File: src/hw/rtl/dlfr_pkg.sv
// shared types and constants of the delimited length frame receiver
// used by dlfr_front, dlfr_queue, dlfr_back and the top level
package dlfr_pkg;

  localparam int BYTE_W     = 8;
  localparam int POS_W      = 5;
  localparam int CFG_IDX_W  = 2;
  localparam int FRAME_DEPTH_DEF = 26;

  localparam logic [BYTE_W-1:0] START_CHAR_RST = 8'd40;
  localparam logic [BYTE_W-1:0] END_CHAR_RST   = 8'd41;
  localparam logic [POS_W-1:0]  MIN_LEN_RST    = 5'd5;
  localparam logic [POS_W-1:0]  MAX_LEN_RST    = 5'd25;
  localparam logic [POS_W-1:0]  POS_LIMIT      = 5'd31;

  // configuration register indexes
  localparam logic [CFG_IDX_W-1:0] CFG_START_CHAR = 2'd0;
  localparam logic [CFG_IDX_W-1:0] CFG_END_CHAR   = 2'd1;
  localparam logic [CFG_IDX_W-1:0] CFG_MIN_LENGTH = 2'd2;
  localparam logic [CFG_IDX_W-1:0] CFG_MAX_LENGTH = 2'd3;

  // one finished frame waiting to be drained
  typedef struct packed {
    logic             bank;
    logic [POS_W-1:0] last_pos;
  } q_entry_t;

  typedef struct packed {
    logic     push;
    q_entry_t entry;
  } q_push_t;

  typedef struct packed {
    logic     valid;
    logic     full;
    q_entry_t head;
  } q_stat_t;

  // frame buffer write from the front
  typedef struct packed {
    logic              wr_en;
    logic              bank;
    logic [POS_W-1:0]  pos;
    logic [BYTE_W-1:0] data;
  } mem_wr_t;

endpackage

File: src/hw/rtl/delimited_length_frame_receiver_top.sv
// top level of the delimited length frame receiver
// depends on dlfr_pkg, dlfr_front, dlfr_queue, dlfr_back
//
// usage
//   input channel (in_valid / in_stall / in_rx_byte) takes one received byte
//   per item. a start byte opens a frame, the next byte is its length L, and
//   an end byte at position L closes it. the closed frame comes out on the
//   result channel (out_valid / out_stall / out_*) as L+1 items, position 0
//   first, with out_last_of_frame set on the closing byte. invalid lengths
//   and overlong frames are dropped without results.
//   cfg_wr_en / cfg_index / cfg_wdata write start_char, end_char, min_length
//   and max_length; write them only while the block is idle.
// timing
//   the front takes one byte every cycle while not stalled; its stall rises only
//   while both buffer banks hold closed frames that are not yet drained.
//   the drain reads the frame buffer one byte at a time, each in a memory
//   read state and then an output register state; the next byte is read
//   only after the shown one is taken.
//   reset returns all control state to idle and the registers to defaults;
//   the buffer needs no clearing pass. a stalled result holds its payload
//   while the front keeps collecting the next frame into the other bank.
module delimited_length_frame_receiver_top
  import dlfr_pkg::*;
#(
  parameter int FRAME_DEPTH = FRAME_DEPTH_DEF
) (
  input  logic                 clk,
  input  logic                 rst_n,
  // configuration write port
  input  logic                 cfg_wr_en,
  input  logic [CFG_IDX_W-1:0] cfg_index,
  input  logic [BYTE_W-1:0]    cfg_wdata,
  // received bytes
  input  logic                 in_valid,
  output logic                 in_stall,
  input  logic [BYTE_W-1:0]    in_rx_byte,
  // frame bytes
  output logic                 out_valid,
  input  logic                 out_stall,
  output logic [BYTE_W-1:0]    out_frame_byte,
  output logic [POS_W-1:0]     out_byte_position,
  output logic                 out_last_of_frame
);

  q_push_t q_push;
  q_stat_t q_stat;
  mem_wr_t mem_wr;
  logic    q_pop;

  // parser writes the free bank and posts closed frames
  dlfr_front #(
    .FRAME_DEPTH(FRAME_DEPTH)
  ) u_front (
    .clk        (clk),
    .rst_n      (rst_n),
    .cfg_wr_en  (cfg_wr_en),
    .cfg_index  (cfg_index),
    .cfg_wdata  (cfg_wdata),
    .in_valid   (in_valid),
    .in_stall   (in_stall),
    .in_rx_byte (in_rx_byte),
    .q_stat     (q_stat),
    .q_push     (q_push),
    .mem_wr     (mem_wr)
  );

  // closed frames waiting for the drain, one per buffer bank
  dlfr_queue u_queue (
    .clk    (clk),
    .rst_n  (rst_n),
    .q_push (q_push),
    .q_pop  (q_pop),
    .q_stat (q_stat)
  );

  // buffer owner and result sequencer
  dlfr_back #(
    .FRAME_DEPTH(FRAME_DEPTH)
  ) u_back (
    .clk               (clk),
    .rst_n             (rst_n),
    .mem_wr            (mem_wr),
    .q_stat            (q_stat),
    .q_pop             (q_pop),
    .out_valid         (out_valid),
    .out_stall         (out_stall),
    .out_frame_byte    (out_frame_byte),
    .out_byte_position (out_byte_position),
    .out_last_of_frame (out_last_of_frame)
  );

  // a closed frame is never posted into a full queue
  a_no_push_full: assert property (@(posedge clk) disable iff (!rst_n)
    q_push.push |-> !q_stat.full)
    else $error("frame posted while queue full");

  // the front never writes the bank that is being drained
  a_bank_apart: assert property (@(posedge clk) disable iff (!rst_n)
    (mem_wr.wr_en && q_stat.valid) |-> (mem_wr.bank != q_stat.head.bank))
    else $error("buffer write into bank under drain");

  // results only come from a posted frame
  a_out_has_frame: assert property (@(posedge clk) disable iff (!rst_n)
    out_valid |-> q_stat.valid)
    else $error("result shown with no frame pending");

  // the last item of a frame frees its queue slot
  a_last_pops: assert property (@(posedge clk) disable iff (!rst_n)
    (out_valid && !out_stall && out_last_of_frame) |-> q_pop)
    else $error("last item taken without releasing its frame");

endmodule

File: src/hw/rtl/dlfr_front.sv
// front part: configuration registers, frame parser, buffer writes
// depends on dlfr_pkg
module dlfr_front
  import dlfr_pkg::*;
#(
  parameter int FRAME_DEPTH = FRAME_DEPTH_DEF
) (
  input  logic                 clk,
  input  logic                 rst_n,
  input  logic                 cfg_wr_en,
  input  logic [CFG_IDX_W-1:0] cfg_index,
  input  logic [BYTE_W-1:0]    cfg_wdata,
  input  logic                 in_valid,
  output logic                 in_stall,
  input  logic [BYTE_W-1:0]    in_rx_byte,
  input  q_stat_t              q_stat,
  output q_push_t              q_push,
  output mem_wr_t              mem_wr
);

  localparam logic [6:0] DEPTH_V = 7'(FRAME_DEPTH);

  logic [BYTE_W-1:0] start_char_r;
  logic [BYTE_W-1:0] end_char_r;
  logic [POS_W-1:0]  min_len_r;
  logic [POS_W-1:0]  max_len_r;

  logic             coll_r, coll_nxt;
  logic [POS_W-1:0] pos_r, pos_nxt;
  logic [POS_W-1:0] len_r, len_nxt;
  logic             bank_r, bank_nxt;

  logic       acc;
  logic       len_bad;
  logic       pos_over;
  logic [6:0] pos_ext;

  always_ff @(posedge clk) begin
    if (!rst_n) begin
      start_char_r <= START_CHAR_RST;
      end_char_r   <= END_CHAR_RST;
      min_len_r    <= MIN_LEN_RST;
      max_len_r    <= MAX_LEN_RST;
    end else if (cfg_wr_en) begin
      unique case (cfg_index)
        CFG_START_CHAR: start_char_r <= cfg_wdata;
        CFG_END_CHAR:   end_char_r   <= cfg_wdata;
        CFG_MIN_LENGTH: min_len_r    <= cfg_wdata[POS_W-1:0];
        CFG_MAX_LENGTH: max_len_r    <= cfg_wdata[POS_W-1:0];
        default: ;
      endcase
    end
  end

  // both buffer banks hold frames still to drain
  assign in_stall = q_stat.full;
  assign acc      = in_valid && !in_stall;

  assign pos_ext  = {2'b00, pos_r};
  assign len_bad  = (in_rx_byte < {3'b000, min_len_r}) || (in_rx_byte > {3'b000, max_len_r});
  assign pos_over = (pos_r > max_len_r) || (pos_ext >= DEPTH_V) || (pos_r >= POS_LIMIT);

  always_comb begin
    coll_nxt     = coll_r;
    pos_nxt      = pos_r;
    len_nxt      = len_r;
    bank_nxt     = bank_r;
    q_push       = '0;
    mem_wr.wr_en = 1'b0;
    mem_wr.bank  = bank_r;
    mem_wr.pos   = pos_r;
    mem_wr.data  = in_rx_byte;
    if (acc) begin
      if (!coll_r) begin
        if (in_rx_byte == start_char_r) begin
          coll_nxt     = 1'b1;
          mem_wr.wr_en = 1'b1;
          mem_wr.pos   = '0;
          pos_nxt      = 5'd1;
        end
      end else if (pos_r == 5'd1) begin
        // length byte never closes the frame
        if (len_bad) begin
          coll_nxt = 1'b0;
          pos_nxt  = '0;
        end else begin
          len_nxt      = in_rx_byte[POS_W-1:0];
          mem_wr.wr_en = 1'b1;
          pos_nxt      = 5'd2;
        end
      end else if ((in_rx_byte == end_char_r) && (pos_r == len_r) && (pos_ext < DEPTH_V)) begin
        mem_wr.wr_en           = 1'b1;
        q_push.push            = 1'b1;
        q_push.entry.bank      = bank_r;
        q_push.entry.last_pos  = pos_r;
        bank_nxt               = !bank_r;
        coll_nxt               = 1'b0;
        pos_nxt                = '0;
      end else if (pos_over) begin
        coll_nxt = 1'b0;
        pos_nxt  = '0;
      end else begin
        mem_wr.wr_en = 1'b1;
        pos_nxt      = pos_r + 5'd1;
      end
    end
  end

  always_ff @(posedge clk) begin
    if (!rst_n) begin
      coll_r <= 1'b0;
      pos_r  <= '0;
      len_r  <= '0;
      bank_r <= 1'b0;
    end else begin
      coll_r <= coll_nxt;
      pos_r  <= pos_nxt;
      len_r  <= len_nxt;
      bank_r <= bank_nxt;
    end
  end

endmodule

File: src/hw/rtl/dlfr_queue.sv
// two entry queue of finished frames between front and back
// depends on dlfr_pkg
module dlfr_queue
  import dlfr_pkg::*;
(
  input  logic    clk,
  input  logic    rst_n,
  input  q_push_t q_push,
  input  logic    q_pop,
  output q_stat_t q_stat
);

  q_entry_t   ent_r [2];
  logic       wr_ptr_r;
  logic       rd_ptr_r;
  logic [1:0] cnt_r;

  always_ff @(posedge clk) begin
    if (q_push.push) begin
      ent_r[wr_ptr_r] <= q_push.entry;
    end
  end

  always_ff @(posedge clk) begin
    if (!rst_n) begin
      wr_ptr_r <= 1'b0;
      rd_ptr_r <= 1'b0;
      cnt_r    <= '0;
    end else begin
      if (q_push.push) wr_ptr_r <= !wr_ptr_r;
      if (q_pop) rd_ptr_r <= !rd_ptr_r;
      case ({q_push.push, q_pop})
        2'b10:   cnt_r <= cnt_r + 2'd1;
        2'b01:   cnt_r <= cnt_r - 2'd1;
        default: cnt_r <= cnt_r;
      endcase
    end
  end

  assign q_stat.valid = (cnt_r != 2'd0);
  assign q_stat.full  = (cnt_r == 2'd2);
  assign q_stat.head  = ent_r[rd_ptr_r];

endmodule

File: src/hw/rtl/dlfr_back.sv
// back part: two bank frame buffer and the result drain sequencer
// depends on dlfr_pkg
module dlfr_back
  import dlfr_pkg::*;
#(
  parameter int FRAME_DEPTH = FRAME_DEPTH_DEF
) (
  input  logic              clk,
  input  logic              rst_n,
  input  mem_wr_t           mem_wr,
  input  q_stat_t           q_stat,
  output logic              q_pop,
  output logic              out_valid,
  input  logic              out_stall,
  output logic [BYTE_W-1:0] out_frame_byte,
  output logic [POS_W-1:0]  out_byte_position,
  output logic              out_last_of_frame
);

  localparam int IDX_W  = $clog2(FRAME_DEPTH);
  localparam int ADDR_W = IDX_W + 1;
  localparam int MEM_D  = 2 ** ADDR_W;

  localparam logic [1:0] B_IDLE = 2'd0;
  localparam logic [1:0] B_READ = 2'd1;
  localparam logic [1:0] B_SHOW = 2'd2;

  logic [BYTE_W-1:0] mem [MEM_D];
  logic [BYTE_W-1:0] rdata_r;

  logic [1:0]       state_r, state_nxt;
  logic [POS_W-1:0] cnt_r, cnt_nxt;
  logic [POS_W-1:0] last_r, last_nxt;
  logic             bank_r, bank_nxt;

  logic              rd_en;
  logic [6:0]        wr_ext;
  logic [6:0]        rd_ext;
  logic [ADDR_W-1:0] wr_addr;
  logic [ADDR_W-1:0] rd_addr;

  assign wr_ext  = {2'b00, mem_wr.pos};
  assign rd_ext  = {2'b00, cnt_r};
  assign wr_addr = {mem_wr.bank, wr_ext[IDX_W-1:0]};
  assign rd_addr = {bank_r, rd_ext[IDX_W-1:0]};

  always_ff @(posedge clk) begin
    if (mem_wr.wr_en) begin
      mem[wr_addr] <= mem_wr.data;
    end
  end

  always_ff @(posedge clk) begin
    if (rd_en) begin
      rdata_r <= mem[rd_addr];
    end
  end

  always_comb begin
    state_nxt = state_r;
    cnt_nxt   = cnt_r;
    last_nxt  = last_r;
    bank_nxt  = bank_r;
    rd_en     = 1'b0;
    q_pop     = 1'b0;
    unique case (state_r)
      B_IDLE: begin
        if (q_stat.valid) begin
          bank_nxt  = q_stat.head.bank;
          last_nxt  = q_stat.head.last_pos;
          cnt_nxt   = '0;
          state_nxt = B_READ;
        end
      end
      B_READ: begin
        rd_en     = 1'b1;
        state_nxt = B_SHOW;
      end
      B_SHOW: begin
        if (!out_stall) begin
          if (cnt_r == last_r) begin
            q_pop     = 1'b1;
            state_nxt = B_IDLE;
          end else begin
            cnt_nxt   = cnt_r + 5'd1;
            state_nxt = B_READ;
          end
        end
      end
      default: state_nxt = B_IDLE;
    endcase
  end

  always_ff @(posedge clk) begin
    if (!rst_n) begin
      state_r <= B_IDLE;
      cnt_r   <= '0;
      last_r  <= '0;
      bank_r  <= 1'b0;
    end else begin
      state_r <= state_nxt;
      cnt_r   <= cnt_nxt;
      last_r  <= last_nxt;
      bank_r  <= bank_nxt;
    end
  end

  assign out_valid         = (state_r == B_SHOW);
  assign out_frame_byte    = rdata_r;
  assign out_byte_position = cnt_r;
  assign out_last_of_frame = (cnt_r == last_r);

endmodule
File: config.mk
export PLATFORM = sky130hd
export DESIGN_NAME = delimited_length_frame_receiver_top
export DESIGN_NICKNAME = d
export VERILOG_FILES = /design/src/hw/rtl/dlfr_pkg.sv /design/src/hw/rtl/delimited_length_frame_receiver_top.sv /design/src/hw/rtl/dlfr_front.sv /design/src/hw/rtl/dlfr_queue.sv /design/src/hw/rtl/dlfr_back.sv
export SDC_FILE = /design/constraint.sdc
export NUM_CORES = 1
export LEC_CHECK = 0
export ABC_AREA = 1
export BUFFER_PORTS_ARGS = -buffer_cell sky130_fd_sc_hd__buf_2
export CORE_ASPECT_RATIO = 0.7
export CORE_MARGIN = 3
export CORE_UTILIZATION = 60
export DETAILED_ROUTE_END_ITERATION = 8
export PLACE_DENSITY_LB_ADDON = 0.2
export SYNTH_ARGS = -nofsm -noshare
export SYNTH_HDL_FRONTEND = slang
export SYNTH_SLANG_ARGS = --single-unit
File: constraint.sdc
create_clock -name clk -period 3.8 [get_ports clk]
set_input_delay 0.95 -clock clk [delete_from_list [all_inputs] [get_ports clk]]
set_output_delay 0.95 -clock clk [all_outputs]
set_load 0.02 [all_outputs]
==> impl_metrics.csv <==
group,metric,value,unit
run_status,status,"completed",
global_routing,grt_pass1_wl,93700,um
worst_setup_path,cp_data_arrival_time,2.41,ns
power_and_ir_drop,seqPwrFrac,56.7,%
placement,dp_slack,0.323,ns
worst_setup_path,end_kind,"output pin",
worst_setup_path,worstPathMaxFanout,98,
clock_network,holdBufCountCts,0,
cells_and_area,final_common_cell,"edfxtp_1",
global_routing,grt_overflow,0,
yosys,ys_seq_elements,587,
route,wl_per_cell,22.1,um
yosys,ys_seq_area_share,70.7,%
route,vias_per_cell,6.04,
route,drtIter0Drc,2577,
die,die_area,42700,um2
hold_path,min_path_type,"reg2reg",
cells_and_area,fin_util,69.6,%
route,drt-met1-wl,26000,um
clock_network,path_clk_slew,0.06,ns
cells_and_area,drive_above_1_share,9.58,%
die,chipHeight,174,um
timing,finalSetupViolCount,0,
die,row_count,60,
timing,skew,0.0255,ns
route,dr_wl_met3,6560,um
cells_and_area,synthToLayoutAreaGrowth,12.6,%
cells_and_area,fin_nets,2265,
die,initial_utilization,61.8,%
cells_and_area,mostFrequentLayoutCells,"edfxtp_1, nor2_1, o21ai_0, nand2_1, conb_1",
timing,fmaxAchievable,0.298,GHz
placement,portBuffers,38,
yosys,synth_area,24100,um2
timing,worst_pin_slew,0.991,ns
power_and_ir_drop,p_clk_share,41.2,%
worst_setup_path,cp.required,2.85,ns
yosys,yosysWarningCount,0,
yosys,synth_ff_type,"edfxtp_1",
global_routing,grt_usage,28.8,%
route,vias,16900,
die,dieWidth,246,um
global_routing,grt_max_degree,120,
clock_network,clk_path_buf_depth,3,
worst_setup_path,worst_setup_path_start_kind,"register",
clock_network,cts_buffers,53,
cells_and_area,filler_cell_count,2833,
clock_network,cts_resized,0,
clock_network,clockRootBuffer,"clkbuf_16",
placement,gp_congestion,0.899,
power_and_ir_drop,switching_share,19.8,%
timing,layout_setup_ws,0.443,ns
timing,hold_viol_final,0,
timing,fin_setup_tns,0,ns
yosys,yosysTopAreaCellShare,66.2,%
power_and_ir_drop,p_switching,0.00251,W
clock_network,cts_tree,"yes",
route,wl_met2,27400,um
timing,layout_min_cycle_time,3.36,ns
global_routing,first_global_vias,16100,
die,core-area,39000,um2
timing,period_share,88.4,%
route,postRouteWirelength,61600,um
clock_network,cts_max_level,2,
clock_network,clkLatencyLatePin,0.59,ns
timing,relSlewSlack,33.9,%
clock_network,cts_sinks,587,
die,io_pins,39,
power_and_ir_drop,pwr-share-comb,2.2,%
clock_network,post-cts-setup-buffer-count,0,
power_and_ir_drop,power_density,465,nW/um2
global_routing,antenna_found_initial,5,
worst_setup_path,path_class,"reg2out",
route,highest_layer,"met5",
yosys,synth-edff-count,532,
route,drcViolationCount,0,
yosys,async_flop_share,0,%
cells_and_area,n_antenna_cell,0,
timing,rsz0062_at_grt,"false",
placement,dp_hpwl,38100,um
timing,hold_ws,0.460,ns
yosys,yosysTopAreaCell,"edfxtp_1",
yosys,synth_area_leaders,"edfxtp_1, nor2_1, o21ai_0, dfxtp_1, nand2_1",
power_and_ir_drop,power_leakage,9.67,nW
job,maxCapViolCount,0,
power_and_ir_drop,ir_drop,0.000394,V
power_and_ir_drop,power,0.0126,W
route,dr.pass1.iters,6,
power_and_ir_drop,p_int,0.0101,W
yosys,syn_area_per_cell,11.7,um2
yosys,synth_cell_types,34,
route,ant_nets,0,
yosys,syn_inst,2069,
timing,slew_viol_final,0,
[cell families (layout without fill, tap and decap cells)]
family / count (synthesis) / in the layout / share of synthesized area, %
AND/OR/NAND/NOR: 760 / 760 / 13.1
buffers and inverters: 203 / 304 / 3.44
other: 1 / 96 / 0.0155
XOR/XNOR: 12 / 12 / 0.435
adder cells (fa/ha/maj): 20 / 20 / 1.04
flip-flops: 587 / 587 / 70.7
AO/OA/AOI/OAI: 486 / 486 / 11.2
[registers in the layout, summed over array words and instances (netlist names), 2 cells and up]
register                  flops
u_queue.cnt_r                 2
u_back.out_byte_position      5
u_front.min_len_r             5
u_back.mem                  512
u_back.state_r                2
u_back.last_r                 5
u_front.start_char_r          8
u_queue.ent_r                12
u_front.pos_r                 5
u_front.end_char_r            8
u_back.out_frame_byte         8
u_front.len_r                 5
u_front.max_len_r             5
[synth_stat cells (3+ instances only)]
cell	n
a31oi_1	6
xor2_1	10
nor2_1	430
nor3_1	10
o22ai_1	67
buf_4	4
o221ai_1	7
buf_2	30
or2_2	3
inv_1	78
buf_1	12
edfxtp_1	532
o21ai_1	3
ha_1	20
nand4_1	28
o211ai_1	62
clkbuf_1	67
nand3_1	70
nand3_4	8
nand2_1	206
a21oi_1	42
o21ai_0	297
dfxtp_1	55
inv_2	8
[power by group through the flow]
stage	Clock, W	Combinational, W	Sequential, W
finish	0.00520	0.000275	0.00716
global route	0.00551	0.000304	0.00717
CTS	0.00526	0.000269	0.00716
detailed placement	0	0.000267	0.00730
global placement	0	0.000263	0.00730
floorplan	0	0.000103	0.00729
[path summary, 6_finish.rpt]
path | slack (ns) | to | cells past startpoint | from
max | 0.44 | out_byte_position[1] | 2 | u_back.out_byte_position[1]
min | 0.46 | u_front.min_len_r[3] | 2 | u_front.min_len_r[3]
max reg2reg | 0.86 | u_back.mem[50][1] | 9 | u_front.pos_r[0]
min reg2reg | 0.46 | u_front.min_len_r[3] | 2 | u_front.min_len_r[3]
[critical path, stage by stage, from the launching register on]
cell and delay, ns:
dfxtp_4 0.64, buf_4 0.86, buf_2 0.31
[layer usage]
metal | vias to the layer above | GRT usage [%]
met5 | - | 0
li1 | 7642 | -
met4 | 4 | 8.33
met2 | 943 | 42.6
met3 | 121 | 6.43
met1 | 8159 | 43.3
[metrics by stage]
stage,cell area [um2],instances
after global routing,27200,2792
after floorplan,24500,2164
after detailed placement,25500,2694
after CTS,27200,2792
final,27200,2792
after global placement,25500,2694
[layout make-up]
cell class / instances / area, um2 / area share, %
sequential: 587 / 17100 / 62.8
multi-input combinational: 1374 / 6600 / 24.3
clock buffer: 73 / 1450 / 5.35
timing repair buffer: 118 / 841 / 3.09
tap: 527 / 659 / 2.43
inverter: 88 / 335 / 1.23
clock inverter: 25 / 215 / 0.792
Note: power is estimated with default switching activity, not from simulation.
